### src/rtl/isots_pkg.sv
// ----------------------------------------------------------------------------
// isots_pkg
// Shared types, codes, text positions and the month table of the timestamp
// parser.
// ----------------------------------------------------------------------------
package isots_pkg;

    localparam int UtcW = 39;
    localparam int OfsW = 18;
    localparam int DayW = 23;

    typedef logic [4:0] t_pos;
    typedef logic [2:0] t_status;
    typedef logic [1:0] t_zone;

    localparam t_status StatusOk       = 3'd0;
    localparam t_status StatusShort    = 3'd1;
    localparam t_status StatusNonDigit = 3'd2;
    localparam t_status StatusRange    = 3'd3;
    localparam t_status StatusZone     = 3'd4;

    localparam t_zone ZoneZ     = 2'd0;
    localparam t_zone ZonePlus  = 2'd1;
    localparam t_zone ZoneMinus = 2'd2;

    // Text positions at which the time unit folds a finished field in
    localparam t_pos PosYearDiv   = 5'd4;
    localparam t_pos PosLeap      = 5'd5;
    localparam t_pos PosYearDays  = 5'd6;
    localparam t_pos PosMonthDays = 5'd7;
    localparam t_pos PosDayDays   = 5'd10;
    localparam t_pos PosDaySecs   = 5'd11;
    localparam t_pos PosHourSecs  = 5'd13;
    localparam t_pos PosMinSecs   = 5'd16;
    localparam t_pos PosMarker    = 5'd19;
    localparam t_pos PosZoneHour  = 5'd22;
    localparam t_pos PosZoneEnd   = 5'd24;

    // Field values and per-byte results handed from the field unit
    typedef struct packed {
        t_pos        pos;
        logic [13:0] year;
        logic [6:0]  month;
        logic [6:0]  day;
        logic [6:0]  hour;
        logic [6:0]  minute;
        logic [6:0]  second;
        logic [6:0]  zone_hour;
        logic [6:0]  zone_minute_next;
        t_zone       sign;
        t_status     status;
    } t_fld;

    function automatic logic [8:0] days_before_month(input logic [3:0] idx);
        logic [8:0] v;
        case (idx)
            4'd0:    v = 9'd0;
            4'd1:    v = 9'd31;
            4'd2:    v = 9'd59;
            4'd3:    v = 9'd90;
            4'd4:    v = 9'd120;
            4'd5:    v = 9'd151;
            4'd6:    v = 9'd181;
            4'd7:    v = 9'd212;
            4'd8:    v = 9'd243;
            4'd9:    v = 9'd273;
            4'd10:   v = 9'd304;
            4'd11:   v = 9'd334;
            default: v = 9'd0;
        endcase
        return v;
    endfunction

endpackage

### src/rtl/isots_field.sv
// ----------------------------------------------------------------------------
// isots_field
// Byte position counter, digit accumulators, zone marker and first-error
// tracking; forms the status of the current byte.
// ----------------------------------------------------------------------------
module isots_field (
    input  logic              i_clk,
    input  logic              i_rst_n,
    input  logic              i_go,
    input  logic [7:0]        i_char,
    input  logic              i_last,
    output isots_pkg::t_fld   o_fld
);

    localparam logic [7:0] CharZero  = 8'h30;
    localparam logic [7:0] CharZ     = 8'h5A;
    localparam logic [7:0] CharPlus  = 8'h2B;
    localparam logic [7:0] CharMinus = 8'h2D;

    isots_pkg::t_pos    r_pos, n_pos;
    logic [13:0]        r_year, n_year;
    logic [6:0]         r_month, n_month;
    logic [6:0]         r_day, n_day;
    logic [6:0]         r_hour, n_hour;
    logic [6:0]         r_minute, n_minute;
    logic [6:0]         r_second, n_second;
    logic [6:0]         r_zone_hour, n_zone_hour;
    logic [6:0]         r_zone_minute, n_zone_minute;
    isots_pkg::t_zone   r_sign, n_sign;
    isots_pkg::t_status r_err, n_err;

    logic               w_dg;
    logic [3:0]         w_d;
    logic               w_zoned;
    logic [13:0]        w_new_year;
    logic [6:0]         w_sel7;
    logic [6:0]         w_new7;
    logic               w_digit;
    logic               w_chk;
    logic [13:0]        w_lo;
    logic [13:0]        w_hi;
    logic [13:0]        w_val;
    logic               w_bad_marker;
    isots_pkg::t_status w_flag;
    isots_pkg::t_status w_status;

    assign w_dg       = i_char inside {[8'h30:8'h39]};
    assign w_d        = w_dg ? 4'(i_char - CharZero) : 4'd0;
    assign w_zoned    = r_sign != isots_pkg::ZoneZ;
    assign w_new_year = w_dg ? r_year * 14'd10 + 14'(w_d) : r_year;
    assign w_new7     = w_dg ? w_sel7 * 7'd10 + 7'(w_d) : w_sel7;

    always_comb begin
        case (r_pos)
            5'd5, 5'd6:   w_sel7 = r_month;
            5'd8, 5'd9:   w_sel7 = r_day;
            5'd11, 5'd12: w_sel7 = r_hour;
            5'd14, 5'd15: w_sel7 = r_minute;
            5'd17, 5'd18: w_sel7 = r_second;
            5'd20, 5'd21: w_sel7 = r_zone_hour;
            5'd23, 5'd24: w_sel7 = r_zone_minute;
            default:      w_sel7 = 7'd0;
        endcase
    end

    always_comb begin
        n_year        = r_year;
        n_month       = r_month;
        n_day         = r_day;
        n_hour        = r_hour;
        n_minute      = r_minute;
        n_second      = r_second;
        n_zone_hour   = r_zone_hour;
        n_zone_minute = r_zone_minute;
        n_sign        = r_sign;
        w_digit       = 1'b0;
        w_chk         = 1'b0;
        w_lo          = 14'd0;
        w_hi          = 14'd0;
        w_val         = {7'd0, w_new7};
        w_bad_marker  = 1'b0;
        case (r_pos)
            5'd0, 5'd1, 5'd2: begin
                w_digit = 1'b1;
                n_year  = w_new_year;
            end
            5'd3: begin
                w_digit = 1'b1;
                n_year  = w_new_year;
                w_chk   = 1'b1;
                w_lo    = 14'd1900;
                w_hi    = 14'd9999;
                w_val   = w_new_year;
            end
            5'd5: begin
                w_digit = 1'b1;
                n_month = w_new7;
            end
            5'd6: begin
                w_digit = 1'b1;
                n_month = w_new7;
                w_chk   = 1'b1;
                w_lo    = 14'd1;
                w_hi    = 14'd12;
            end
            5'd8: begin
                w_digit = 1'b1;
                n_day   = w_new7;
            end
            5'd9: begin
                w_digit = 1'b1;
                n_day   = w_new7;
                w_chk   = 1'b1;
                w_lo    = 14'd1;
                w_hi    = 14'd31;
            end
            5'd11: begin
                w_digit = 1'b1;
                n_hour  = w_new7;
            end
            5'd12: begin
                w_digit = 1'b1;
                n_hour  = w_new7;
                w_chk   = 1'b1;
                w_hi    = 14'd23;
            end
            5'd14: begin
                w_digit  = 1'b1;
                n_minute = w_new7;
            end
            5'd15: begin
                w_digit  = 1'b1;
                n_minute = w_new7;
                w_chk    = 1'b1;
                w_hi     = 14'd59;
            end
            5'd17: begin
                w_digit  = 1'b1;
                n_second = w_new7;
            end
            5'd18: begin
                w_digit  = 1'b1;
                n_second = w_new7;
                w_chk    = 1'b1;
                w_hi     = 14'd59;
            end
            isots_pkg::PosMarker: begin
                if (i_char == CharZ) begin
                    n_sign = isots_pkg::ZoneZ;
                end else if (i_char == CharPlus) begin
                    n_sign = isots_pkg::ZonePlus;
                end else if (i_char == CharMinus) begin
                    n_sign = isots_pkg::ZoneMinus;
                end else begin
                    w_bad_marker = 1'b1;
                end
            end
            5'd20: begin
                if (w_zoned) begin
                    w_digit     = 1'b1;
                    n_zone_hour = w_new7;
                end
            end
            5'd21: begin
                if (w_zoned) begin
                    w_digit     = 1'b1;
                    n_zone_hour = w_new7;
                    w_chk       = 1'b1;
                    w_hi        = 14'd23;
                end
            end
            5'd23: begin
                if (w_zoned) begin
                    w_digit       = 1'b1;
                    n_zone_minute = w_new7;
                end
            end
            isots_pkg::PosZoneEnd: begin
                if (w_zoned) begin
                    w_digit       = 1'b1;
                    n_zone_minute = w_new7;
                    w_chk         = 1'b1;
                    w_hi          = 14'd59;
                end
            end
            default: ;
        endcase
    end

    // A non-digit outranks the range check of the same byte
    always_comb begin
        if (w_digit && !w_dg) begin
            w_flag = isots_pkg::StatusNonDigit;
        end else if (w_chk && (w_val < w_lo || w_val > w_hi)) begin
            w_flag = isots_pkg::StatusRange;
        end else if (w_bad_marker) begin
            w_flag = isots_pkg::StatusZone;
        end else begin
            w_flag = isots_pkg::StatusOk;
        end
    end

    assign n_err = (r_err != isots_pkg::StatusOk) ? r_err : w_flag;
    assign n_pos = (&r_pos) ? r_pos : r_pos + 5'd1;

    always_comb begin
        if (r_pos < isots_pkg::PosMarker) begin
            w_status = isots_pkg::StatusShort;
        end else if (n_err != isots_pkg::StatusOk) begin
            w_status = n_err;
        end else if (n_sign != isots_pkg::ZoneZ && r_pos < isots_pkg::PosZoneEnd) begin
            w_status = isots_pkg::StatusShort;
        end else begin
            w_status = isots_pkg::StatusOk;
        end
    end

    always_ff @(posedge i_clk) begin
        if (!i_rst_n || (i_go && i_last)) begin
            r_pos         <= '0;
            r_year        <= '0;
            r_month       <= '0;
            r_day         <= '0;
            r_hour        <= '0;
            r_minute      <= '0;
            r_second      <= '0;
            r_zone_hour   <= '0;
            r_zone_minute <= '0;
            r_sign        <= isots_pkg::ZoneZ;
            r_err         <= isots_pkg::StatusOk;
        end else if (i_go) begin
            r_pos         <= n_pos;
            r_year        <= n_year;
            r_month       <= n_month;
            r_day         <= n_day;
            r_hour        <= n_hour;
            r_minute      <= n_minute;
            r_second      <= n_second;
            r_zone_hour   <= n_zone_hour;
            r_zone_minute <= n_zone_minute;
            r_sign        <= n_sign;
            r_err         <= n_err;
        end
    end

    always_comb begin
        o_fld.pos              = r_pos;
        o_fld.year             = r_year;
        o_fld.month            = r_month;
        o_fld.day              = r_day;
        o_fld.hour             = r_hour;
        o_fld.minute           = r_minute;
        o_fld.second           = r_second;
        o_fld.zone_hour        = r_zone_hour;
        o_fld.zone_minute_next = n_zone_minute;
        o_fld.sign             = r_sign;
        o_fld.status           = w_status;
    end

endmodule

### src/rtl/isots_time.sv
// ----------------------------------------------------------------------------
// isots_time
// Builds the day count and the UTC second count step by step as later bytes
// arrive, one finished field folded in at a fixed text position.
// ----------------------------------------------------------------------------
module isots_time (
    input  logic                                 i_clk,
    input  logic                                 i_go,
    input  isots_pkg::t_fld                      i_fld,
    output logic signed [isots_pkg::UtcW-1:0]    o_utc,
    output logic signed [isots_pkg::OfsW-1:0]    o_offset
);

    localparam logic signed [17:0] SecsPerDay = 18'sd86400;

    logic [7:0]                          r_yq100;
    logic [7:0]                          r_pq100;
    logic                                r_leap;
    logic signed [isots_pkg::DayW-1:0]   r_days, n_days;
    logic signed [isots_pkg::UtcW-1:0]   r_secs, n_secs;
    logic [18:0]                         r_ofs, n_ofs;

    logic [26:0]                         w_yq_prod;
    logic [13:0]                         w_rem;
    logic [13:0]                         w_py;
    logic signed [23:0]                  w_year_days;
    logic [3:0]                          w_month_idx;
    logic [9:0]                          w_month_days;
    logic signed [40:0]                  w_day_prod;
    logic [18:0]                         w_hour_secs;
    logic [12:0]                         w_min_secs;
    logic [18:0]                         w_zh_secs;
    logic [12:0]                         w_zm_secs;
    logic [18:0]                         w_ofs_mag;
    logic signed [19:0]                  w_ofs_s;

    // year / 100 by reciprocal, exact for every 14-bit year below 43699
    assign w_yq_prod = 27'(i_fld.year) * 27'd5243;
    assign w_rem     = i_fld.year - 14'(r_yq100) * 14'd100;
    assign w_py      = i_fld.year - 14'd1;

    assign w_year_days = ($signed({10'd0, i_fld.year}) - 24'sd1970) * 24'sd365
                       + $signed({12'd0, w_py[13:2]})
                       - $signed({16'd0, r_pq100})
                       + $signed({18'd0, r_pq100[7:2]})
                       - 24'sd477;

    assign w_month_idx  = i_fld.month[3:0] - 4'd1;
    assign w_month_days = {1'b0, isots_pkg::days_before_month(w_month_idx)}
                        + {9'd0, r_leap && (i_fld.month > 7'd2)};

    assign w_day_prod  = r_days * SecsPerDay;
    assign w_hour_secs = 19'(i_fld.hour) * 19'd3600;
    assign w_min_secs  = 13'(i_fld.minute) * 13'd60;
    assign w_zh_secs   = 19'(i_fld.zone_hour) * 19'd3600;
    assign w_zm_secs   = 13'(i_fld.zone_minute_next) * 13'd60;

    // Zone minutes finish on the closing byte itself: add them in on the fly
    assign w_ofs_mag = (i_fld.pos == isots_pkg::PosZoneEnd) ? r_ofs + 19'(w_zm_secs) : r_ofs;

    always_comb begin
        if (i_fld.sign == isots_pkg::ZoneMinus) begin
            w_ofs_s = -$signed({1'b0, w_ofs_mag});
        end else if (i_fld.sign == isots_pkg::ZonePlus) begin
            w_ofs_s = $signed({1'b0, w_ofs_mag});
        end else begin
            w_ofs_s = 20'sd0;
        end
    end

    always_comb begin
        n_days = r_days;
        n_secs = r_secs;
        n_ofs  = r_ofs;
        case (i_fld.pos)
            isots_pkg::PosYearDays:  n_days = w_year_days[isots_pkg::DayW-1:0];
            isots_pkg::PosMonthDays: n_days = r_days + $signed({13'd0, w_month_days});
            isots_pkg::PosDayDays:   n_days = r_days + $signed({16'd0, i_fld.day}) - 23'sd1;
            isots_pkg::PosDaySecs:   n_secs = w_day_prod[isots_pkg::UtcW-1:0];
            isots_pkg::PosHourSecs:  n_secs = r_secs + $signed({20'd0, w_hour_secs});
            isots_pkg::PosMinSecs:   n_secs = r_secs + $signed({26'd0, w_min_secs});
            isots_pkg::PosMarker:    n_secs = r_secs + $signed({32'd0, i_fld.second});
            isots_pkg::PosZoneHour: begin
                if (i_fld.sign != isots_pkg::ZoneZ) begin
                    n_ofs = w_zh_secs;
                end
            end
            isots_pkg::PosZoneEnd: begin
                n_secs = r_secs - 39'(w_ofs_s);
                n_ofs  = w_ofs_mag;
            end
            default: ;
        endcase
    end

    always_ff @(posedge i_clk) begin
        if (i_go) begin
            if (i_fld.pos == isots_pkg::PosYearDiv) begin
                r_yq100 <= w_yq_prod[26:19];
            end
            if (i_fld.pos == isots_pkg::PosLeap) begin
                r_leap  <= (i_fld.year[1:0] == 2'd0) && ((w_rem != 14'd0) || (r_yq100[1:0] == 2'd0));
                r_pq100 <= (w_rem == 14'd0) ? r_yq100 - 8'd1 : r_yq100;
            end
            r_days <= n_days;
            r_secs <= n_secs;
            r_ofs  <= n_ofs;
        end
    end

    assign o_utc    = n_secs;
    assign o_offset = 18'(w_ofs_s);

endmodule

### src/rtl/iso8601_timestamp_parser.sv
// ----------------------------------------------------------------------------
// iso8601_timestamp_parser
// Reads an ISO 8601 date-time text one byte per request and gives status,
// UTC Unix seconds and zone offset on the closing byte.
// ----------------------------------------------------------------------------
//  channel | direction | handshake               | payload
//  --------+-----------+-------------------------+------------------------------------
//  in      | input     | i_in_valid / o_in_stall | i_char_code, i_last_char
//  out     | output    | o_out_valid/i_out_stall | o_status, o_utc_seconds,
//          |           |                         | o_offset_seconds
//
//  One byte a cycle while no closing byte is held back. A byte is captured in
//  the input register; when it goes on it updates the field and time units
//  and, if closing, loads the result register.
//  The day and second sums are built over the byte positions of the text, one
//  finished field folded in per byte, so no byte sees more than one multiply.
//  Synchronous active-low reset empties both registers and clears all fields.
//  A stalled result holds only closing bytes back; other bytes go on.
// ----------------------------------------------------------------------------
module iso8601_timestamp_parser (
    input  logic                                 i_clk,
    input  logic                                 i_rst_n,
    input  logic                                 i_in_valid,
    output logic                                 o_in_stall,
    input  logic [7:0]                           i_char_code,
    input  logic                                 i_last_char,
    output logic                                 o_out_valid,
    input  logic                                 i_out_stall,
    output logic [2:0]                           o_status,
    output logic signed [isots_pkg::UtcW-1:0]    o_utc_seconds,
    output logic signed [isots_pkg::OfsW-1:0]    o_offset_seconds
);

    logic                                r_a_valid;
    logic [7:0]                          r_a_char;
    logic                                r_a_last;
    logic                                r_out_valid;
    isots_pkg::t_status                  r_status;
    logic signed [isots_pkg::UtcW-1:0]   r_utc;
    logic signed [isots_pkg::OfsW-1:0]   r_ofs;

    logic                                w_out_ready;
    logic                                w_go;
    logic                                w_a_free;
    isots_pkg::t_fld                     w_fld;
    logic signed [isots_pkg::UtcW-1:0]   w_utc;
    logic signed [isots_pkg::OfsW-1:0]   w_ofs;
    logic                                w_ok;

    assign w_out_ready = !r_out_valid || !i_out_stall;
    assign w_go        = r_a_valid && (!r_a_last || w_out_ready);
    assign w_a_free    = !r_a_valid || w_go;
    assign o_in_stall  = !w_a_free;
    assign w_ok        = w_fld.status == isots_pkg::StatusOk;

    always_ff @(posedge i_clk) begin
        if (!i_rst_n) begin
            r_a_valid <= 1'b0;
        end else if (w_a_free) begin
            r_a_valid <= i_in_valid;
        end
    end

    always_ff @(posedge i_clk) begin
        if (w_a_free && i_in_valid) begin
            r_a_char <= i_char_code;
            r_a_last <= i_last_char;
        end
    end

    isots_field u_field (
        .i_clk   (i_clk),
        .i_rst_n (i_rst_n),
        .i_go    (w_go),
        .i_char  (r_a_char),
        .i_last  (r_a_last),
        .o_fld   (w_fld)
    );

    isots_time u_time (
        .i_clk    (i_clk),
        .i_go     (w_go),
        .i_fld    (w_fld),
        .o_utc    (w_utc),
        .o_offset (w_ofs)
    );

    always_ff @(posedge i_clk) begin
        if (!i_rst_n) begin
            r_out_valid <= 1'b0;
        end else if (w_go && r_a_last) begin
            r_out_valid <= 1'b1;
        end else if (!i_out_stall) begin
            r_out_valid <= 1'b0;
        end
    end

    // Zero the numbers of a failed text
    always_ff @(posedge i_clk) begin
        if (w_go && r_a_last) begin
            r_status <= w_fld.status;
            r_utc    <= w_ok ? w_utc : '0;
            r_ofs    <= w_ok ? w_ofs : '0;
        end
    end

    assign o_out_valid      = r_out_valid;
    assign o_status         = r_status;
    assign o_utc_seconds    = r_utc;
    assign o_offset_seconds = r_ofs;

    a_rise_on_last: assert property (@(posedge i_clk) disable iff (!i_rst_n)
        $rose(r_out_valid) |-> $past(w_go && r_a_last))
        else $error("result appeared without a closing byte");

    a_fail_zeroed: assert property (@(posedge i_clk) disable iff (!i_rst_n)
        (r_out_valid && r_status != isots_pkg::StatusOk) |->
            (r_utc == '0 && r_ofs == '0))
        else $error("failed text carries non-zero numbers");

    a_pos_restart: assert property (@(posedge i_clk) disable iff (!i_rst_n)
        (w_go && r_a_last) |=> (w_fld.pos == '0))
        else $error("position not restarted after closing byte");

    a_hold_input: assert property (@(posedge i_clk) disable iff (!i_rst_n)
        (r_a_valid && !w_go) |=> (r_a_valid && $stable(r_a_char) && $stable(r_a_last)))
        else $error("held byte overwritten");

endmodule

### config.mk
export PLATFORM = sky130hd
export DESIGN_NAME = iso8601_timestamp_parser
export DESIGN_NICKNAME = d
export VERILOG_FILES = /design/src/rtl/isots_pkg.sv /design/src/rtl/isots_field.sv /design/src/rtl/isots_time.sv /design/src/rtl/iso8601_timestamp_parser.sv
export SDC_FILE = /design/constraint.sdc
export NUM_CORES = 2
export LEC_CHECK = 0
export ABC_AREA = 1
export BUFFER_PORTS_ARGS = -buffer_cell sky130_fd_sc_hd__buf_2
export CAP_MARGIN = 10
export CORE_ASPECT_RATIO = 0.75
export CORE_MARGIN = 5
export CORE_UTILIZATION = 60
export DETAILED_ROUTE_END_ITERATION = 10
export GPL_TIMING_DRIVEN = 0
export PLACE_DENSITY = 0.82
export SYNTH_ARGS = -nofsm -noshare
export SYNTH_HDL_FRONTEND = slang
export SYNTH_HIERARCHICAL = 1
export SYNTH_SLANG_ARGS = --single-unit
### constraint.sdc
create_clock -name i_clk -period 21.1 [get_ports i_clk]
set_clock_uncertainty 0.15 [all_clocks]
set_input_delay 2.11 -clock i_clk [delete_from_list [all_inputs] [get_ports i_clk]]
set_output_delay 2.11 -clock i_clk [all_outputs]
set_load 0.02 [all_outputs]
; ---- Yosys cells after proc, flatten, opt, wreduce, memory -nomap -nowiden
; Memory sizes are Yosys's and may differ from the RTL's.
; Index checks and enable logic that the tools add are counted.
[totals]
out_inout_bits = 62
word_cells = 197
memories = 1
reg_bits = 242
rom_bits = 144
[memory_table]
columns = name, words, word_bits, read_ports, rd_ports_with_merged_regs, wr, line_no
row1 = (name not given), 16, 9, 1, 0, 0, isots_pkg.sv:56  ; case (idx)
[classes]
eq_ne = 31
muxes = 39
n_mul = 10
n_lt_le_gt_ge = 7
n_addsub = 23
reduce_logical = 61
n_bitwise = 1
[op_table]
columns = op, n
row1 = 39-bit one-hot mux with 5 select lines, 1
row2 = 14-bit one-hot mux with 7 select lines, 1
row3 = 23-bit one-hot mux with 3 select lines, 1
row4 = 19-bit two-way mux, 3
row5 = 7-bit one-hot mux with 7 select lines, 1
row6 = 5-bit equality test (second input constant), 9
row7 = 5-bit by 4-bit equality test with 1-bit output (second input constant), 8
row8 = 39-bit by 14-bit adder with 39-bit output, 1
row9 = 39-bit by 20-bit adder with 39-bit output, 1
row10 = 39-bit by 8-bit adder with 39-bit output, 1
row11 = 39-bit by 20-bit subtractor with 39-bit output, 1
row12 = 19-bit one-hot mux with 2 select lines, 1
row13 = 23-bit by 11-bit multiplier with 32-bit output (second input constant), 1
row14 = 7-bit by 8-bit multiplier with 15-bit output (second input constant), 2
row15 = 14-bit two-way mux, 2
row16 = 14-bit by 13-bit multiplier with 27-bit output (second input constant), 1
row17 = 24-bit by 10-bit multiplier with 23-bit output (second input constant), 1
row18 = 23-bit by 11-bit adder with 23-bit output, 1
row19 = 23-bit by 13-bit adder with 23-bit output, 1
row20 = 23-bit by 7-bit adder with 23-bit output, 1
row21 = 23-bit by 8-bit adder with 23-bit output, 1
row22 = 23-bit by 10-bit subtractor with 23-bit output (second input constant), 1
row23 = 23-bit by 2-bit subtractor with 23-bit output (second input constant), 1
row24 = 23-bit by 9-bit subtractor with 23-bit output, 1
row25 = other kinds (59), 129

; ---- Longest topological paths before layout
[logic_depth]
word_depth = 17
mapped_depth = 68
mapped_depth_nobuf = 68

; ---- Hierarchy
; The synthesis kept the hierarchy.
[modules_own_cells]
columns = mod, seq_area_each_um2, area_each_um2, cells_per_inst, instances
row1 = isots_time, 2882.8, 29806.1, 4012, 1
row2 = isots_field, 1461.4, 5615.4, 884, 1
row3 = iso8601_timestamp_parser, 2112.0, 2812.7, 211, 1

; ---- Least setup slack after synthesis
; OpenSTA, ideal clock, no wires.
[synth_path]
path_kind = flip-flop to flip-flop
start = register u_field.r_pos[0]
end = register r_utc (netlist bit o_utc_seconds[33]) (data pin)
t_required_ns = 20.696
path_stages_with_launch = 57
setup_slack_ns = 11.458
t_arrival_ns = 9.238
synth_period_minus_slack_ns = 9.642
cell_sequence = dfxtp_1 > inv_1 > ha_1 > nor2_1 > inv_1 > nand2_1 > inv_1 > a22o_1 > nor4_1 > inv_1 > ha_1 > ha_1 > inv_1 > or2_2 > a21oi_1 > xor2_1 > nand2_1 > nand2_1 > [... 21 more ...] > nand3_1 > inv_2 > o21ai_1 > ha_1 > a21oi_1 > inv_1 > a31oi_1 > o21ai_0 > or2_2 > nand2_1 > nand3_1 > or2_2 > nand3_1 > nand2_1 > nor2_1 > o21ai_0 > inv_1 > nor2_4
[synth_rtl]
columns = item, line_no
row1 = start: declaration, isots_field.sv:20  ; isots_pkg::t_pos r_pos, n_pos;
row2 = start signal: assignment, isots_field.sv:232  ; r_pos <= n_pos;
row3 = end signal: assignment, iso8601_timestamp_parser.sv:102  ; r_utc <= w_ok ? w_utc : '0;
row4 = end: declaration, iso8601_timestamp_parser.sv:39  ; logic signed [isots_pkg::UtcW-1:0] r_utc;

==> summary.md <==
| Metric | Value |
|---|---|
| Layout cell share with drive strength beyond 1 | `5.61%` |
| Routed WL per cell | `16.8 um` |
| Met3 GRT Util | `7.43%` |
| Hold depth | `2` |
| Num rows | `80` |
| Post-synth EDFFs | `165` |
| Routed Antenna Nets | `0` |
| Post-CTS Hold Buffers | `0` |
| Syn-to-layout area delta | `6.27%` |
| Hold Crit Start | `u_field/r_err[0]` |
| Clock Pin Slew Worst Setup and Hold Paths | `0.06 ns` |
| Post-Syn Area | `38200 um2` |
| Final setup fails | `0` |
| IO buf count | `74` |
| Setup crit start kind | `register` |
| Starting density of the core | `60.3%` |
| Vias in the first global route | `32600` |
| Via count | `34200` |
| Slowest stage delay, CP | `0.77 ns` |
| Maximum clock rate | `0.0782 GHz` |
| Initial antenna violation count | `0` |
| CP Capture Type | `register` |
| Prevailing post-synth register cell | `edfxtp_1` |
| Pins Over Slew Limit | `0` |
| Yosys warnings | `6` |
| CTS Buffer Depth | `3` |
| Post CTS Setup Buffer Count | `0` |
| Final Worst Setup Slack | `8.32 ns` |
| Worst EP arrival | `12.97 ns` |
| Clock Sink Count | `240` |
| Pre-CTS setup slack | `8.90 ns` |
| Via/cell ratio | `5.61` |
| R2r setup slk | `8.32 ns` |
| Grt met1 use | `43.3%` |
| Worst min path class | `register to register` |
| ANT cells | `0` |
| Grt ovf | `0` |
| Required @ worst endpoint | `21.29 ns` |
| Crit path kind | `register to register` |
| CP max FO | `9` |
| DRC Markers | `0` |
| Slowest cell on the critical path | `o21ai_0` |
| Post-synthesis sequential area ratio | `16.9%` |
| Hold Path Sink | `u_field/r_err[0]` |
| Most used cell, CP | `inv_1` |
| Die W | `301 um` |
| Root Driver | `clkbuf_16` |
| GR Layer Usage met2 | `44.3%` |
| CTS tree | `yes` |
| Final min period | `12.78 ns` |
| Post-Route WL | `102000 um` |
| GRT Total Usage | `29.4%` |
| Most common cell after layout, fill and taps aside | `inv_1` |
| Grt peak-use layer | `met2` |
| Async SR Flop Fraction | `0%` |
| Core outline area | `63400 um2` |
| Period utilization | `60.6%` |
| IO Pins | `75` |
| Worst r2r path cells | `54` |
| R2r endpoint | `o_utc_seconds[36]` |
| RSZ-0062 raised after global routing | `no` |
| Most frequent cells in the layout | `inv_1 (1125), nand2_1 (829), ha_1 (645)` |
| Initial drt markers | `3187` |
| Height of the die | `229 um` |
| Clock Latency Late Sink | `0.61 ns` |
| Pwr dens | `99.9 nW/um2` |
| Yosys reg bits | `240` |
| Post-DP HPWL | `85300 um` |
| Largest net degree at the start of global routing | `46` |
| Fin. Hold Viols | `0` |
| CTS buffer count | `27` |
| Slew @ Worst Pin | `0.974 ns` |
| Synthesized instance count | `5107` |
| Post-CTS Resized | `0` |
| Max-cap violations | `0` |
| Leak | `21.5 nW` |
| Routability congestion estimate | `1.01` |
| Wire length of the first global-routing pass | `166000 um` |
| First drt pass iteration count | `6` |
| Relative slew slack | `34.7%` |
| Total negative slack | `0 ns` |
| Mapped Avg Cell Area | `7.49 um2` |
| VDD IR-drop max | `0.344 mV` |
| Max H-tree Level | `1` |
| Worst reg2reg startpoint | `u_field/r_pos[0]` |
| Status | `completed` |
| Synth cell types | `67` |
| NumNets Final | `6135` |
| Die area | `68900 um2` |
[metrics by stage]
stage / hold slack, ns / instance area [um2] / instances / power (mW) / utilization (%)
2_1_floorplan: 0.309 / 38200 / 5109 / 2.92 / -
3_3_place_gp: 0.325 / 39700 / 6044 / 3.47 / 62.6
3_5_place_dp: 0.333 / 39800 / 6049 / 3.55 / 62.8
4_1_cts: 0.342 / 40600 / 6097 / 4.05 / 64.1
5_1_grt: 0.397 / 40600 / 6098 / 4.53 / 64.1
6_report: 0.340 / 40600 / 6098 / 4.06 / 64.1
[layer usage]
layer / vias to the layer above / wire (um)
met3: 131 / 10600
met1: 15900 / 46800
li1: 16800 / -
met4: 0 / 1840
met5: - / 0
met2: 1369 / 43000
[worst max-delay path, delay by kind of cell (launching register included)]
| kind | cells | cell delay (ns) |
|---|---|---|
| xor gates and xnor gates | 3 | 0.73 |
| and+or+nand+nor | 20 | 3.59 |
| AOI/OAI and AO/OA | 13 | 3.20 |
| adders and majority gates | 8 | 3.05 |
| buffers and inverters | 10 | 1.21 |
| DFF | 1 | 0.56 |
[worst max-delay path by stage]
stage	from	end	slack [ns]	cells after the start
global route	u_field/r_pos[0]	o_utc_seconds[33]	7.59	61
detailed placement	u_field/r_pos[0]	o_utc_seconds[36]	8.90	54
floorplan	u_field/r_pos[0]	o_utc_seconds[33]	11.46	56
finish	u_field/r_pos[0]	o_utc_seconds[36]	8.32	54
CTS	u_field/r_pos[0]	o_utc_seconds[36]	8.85	54
global placement	u_field/r_pos[0]	o_utc_seconds[36]	9.02	54
[power breakdown]
group,switching (mW),total [mW],internal [mW]
Combinational,1.75,2.92,1.17
Sequential,0.0247,0.665,0.640
Clock,0.217,0.475,0.259
[cell type report]
type,count,area (um2)
buffer,64,329
timing repair buffer,80,453
clock buffer,37,777
sequential,240,6460
fill,5509,22700
inverter,1145,4300
multi-input combinational,3660,27200
clock inverter,11,73.8
tap,861,1080
[sequential cells by signal, indices dropped and copies added (netlist names), 3 cells and up]
| name | flops |
|---|---|
| u_field/r_second | 7 |
| u_field/r_minute | 7 |
| u_time/r_ofs | 17 |
| o_offset_seconds | 18 |
| u_field/r_err | 3 |
| u_field/r_year | 14 |
| u_field/r_day | 7 |
| o_status | 3 |
| u_field/r_month | 7 |
| u_time/r_secs | 39 |
| r_a_char | 8 |
| u_time/r_yq100 | 8 |
| o_utc_seconds | 39 |
| u_field/r_hour | 7 |
| u_field/r_zone_hour | 7 |
| u_field/r_pos | 5 |
| u_time/r_pq100 | 8 |
| u_time/r_days | 23 |
| u_field/r_zone_minute | 7 |
[synth_stat cells (5+ instances only)]
master | number | area, um2
inv_1 | 1127 | 4230
nand2_1 | 829 | 3110
ha_1 | 645 | 8070
nor2_1 | 367 | 1380
a21oi_1 | 362 | 1810
o21ai_0 | 288 | 1440
fa_1 | 259 | 5180
nand3_1 | 229 | 1150
edfxtp_1 | 165 | 4950
xor2_1 | 95 | 832
dfxtp_1 | 75 | 1500
nand4_1 | 61 | 382
nor3_1 | 54 | 270
xnor2_1 | 48 | 420
or2_2 | 42 | 263
clkbuf_1 | 38 | 143
a31oi_1 | 35 | 219
o21ai_1 | 34 | 170
nor2_2 | 29 | 181
o211ai_1 | 27 | 203
o21bai_1 | 20 | 150
o221ai_1 | 19 | 166
nor2_4 | 17 | 191
nor4_1 | 17 | 106
a21o_1 | 16 | 120
nand2_2 | 16 | 100
nand3b_1 | 16 | 120
a21boi_0 | 15 | 113
inv_2 | 13 | 48.8
buf_2 | 11 | 55.1
o2111ai_1 | 11 | 96.3
o21a_1 | 10 | 75.1
a211oi_1 | 8 | 60.1
a221oi_1 | 8 | 70.1
nand3_2 | 8 | 80.1
o22ai_1 | 8 | 50.1
o31ai_1 | 8 | 60.1
a22oi_1 | 7 | 52.6
buf_4 | 7 | 52.6
a22o_1 | 5 | 43.8
nand2_4 | 5 | 56.3
nor3b_1 | 5 | 37.5
[cell families after synthesis]
family | count (synthesis) | synth area share (%)
buffers and inverters | 1209 | 12.1
other | 1 | 0.00981
AND/OR/NAND/NOR | 1708 | 19.7
adder cells (fa/ha/maj) | 904 | 34.7
multiplexers | 1 | 0.0262
flip-flops | 240 | 16.9
AO/OA/AOI/OAI | 901 | 13.3
XOR/XNOR | 143 | 3.28
(Power assumes the default switching activity.)
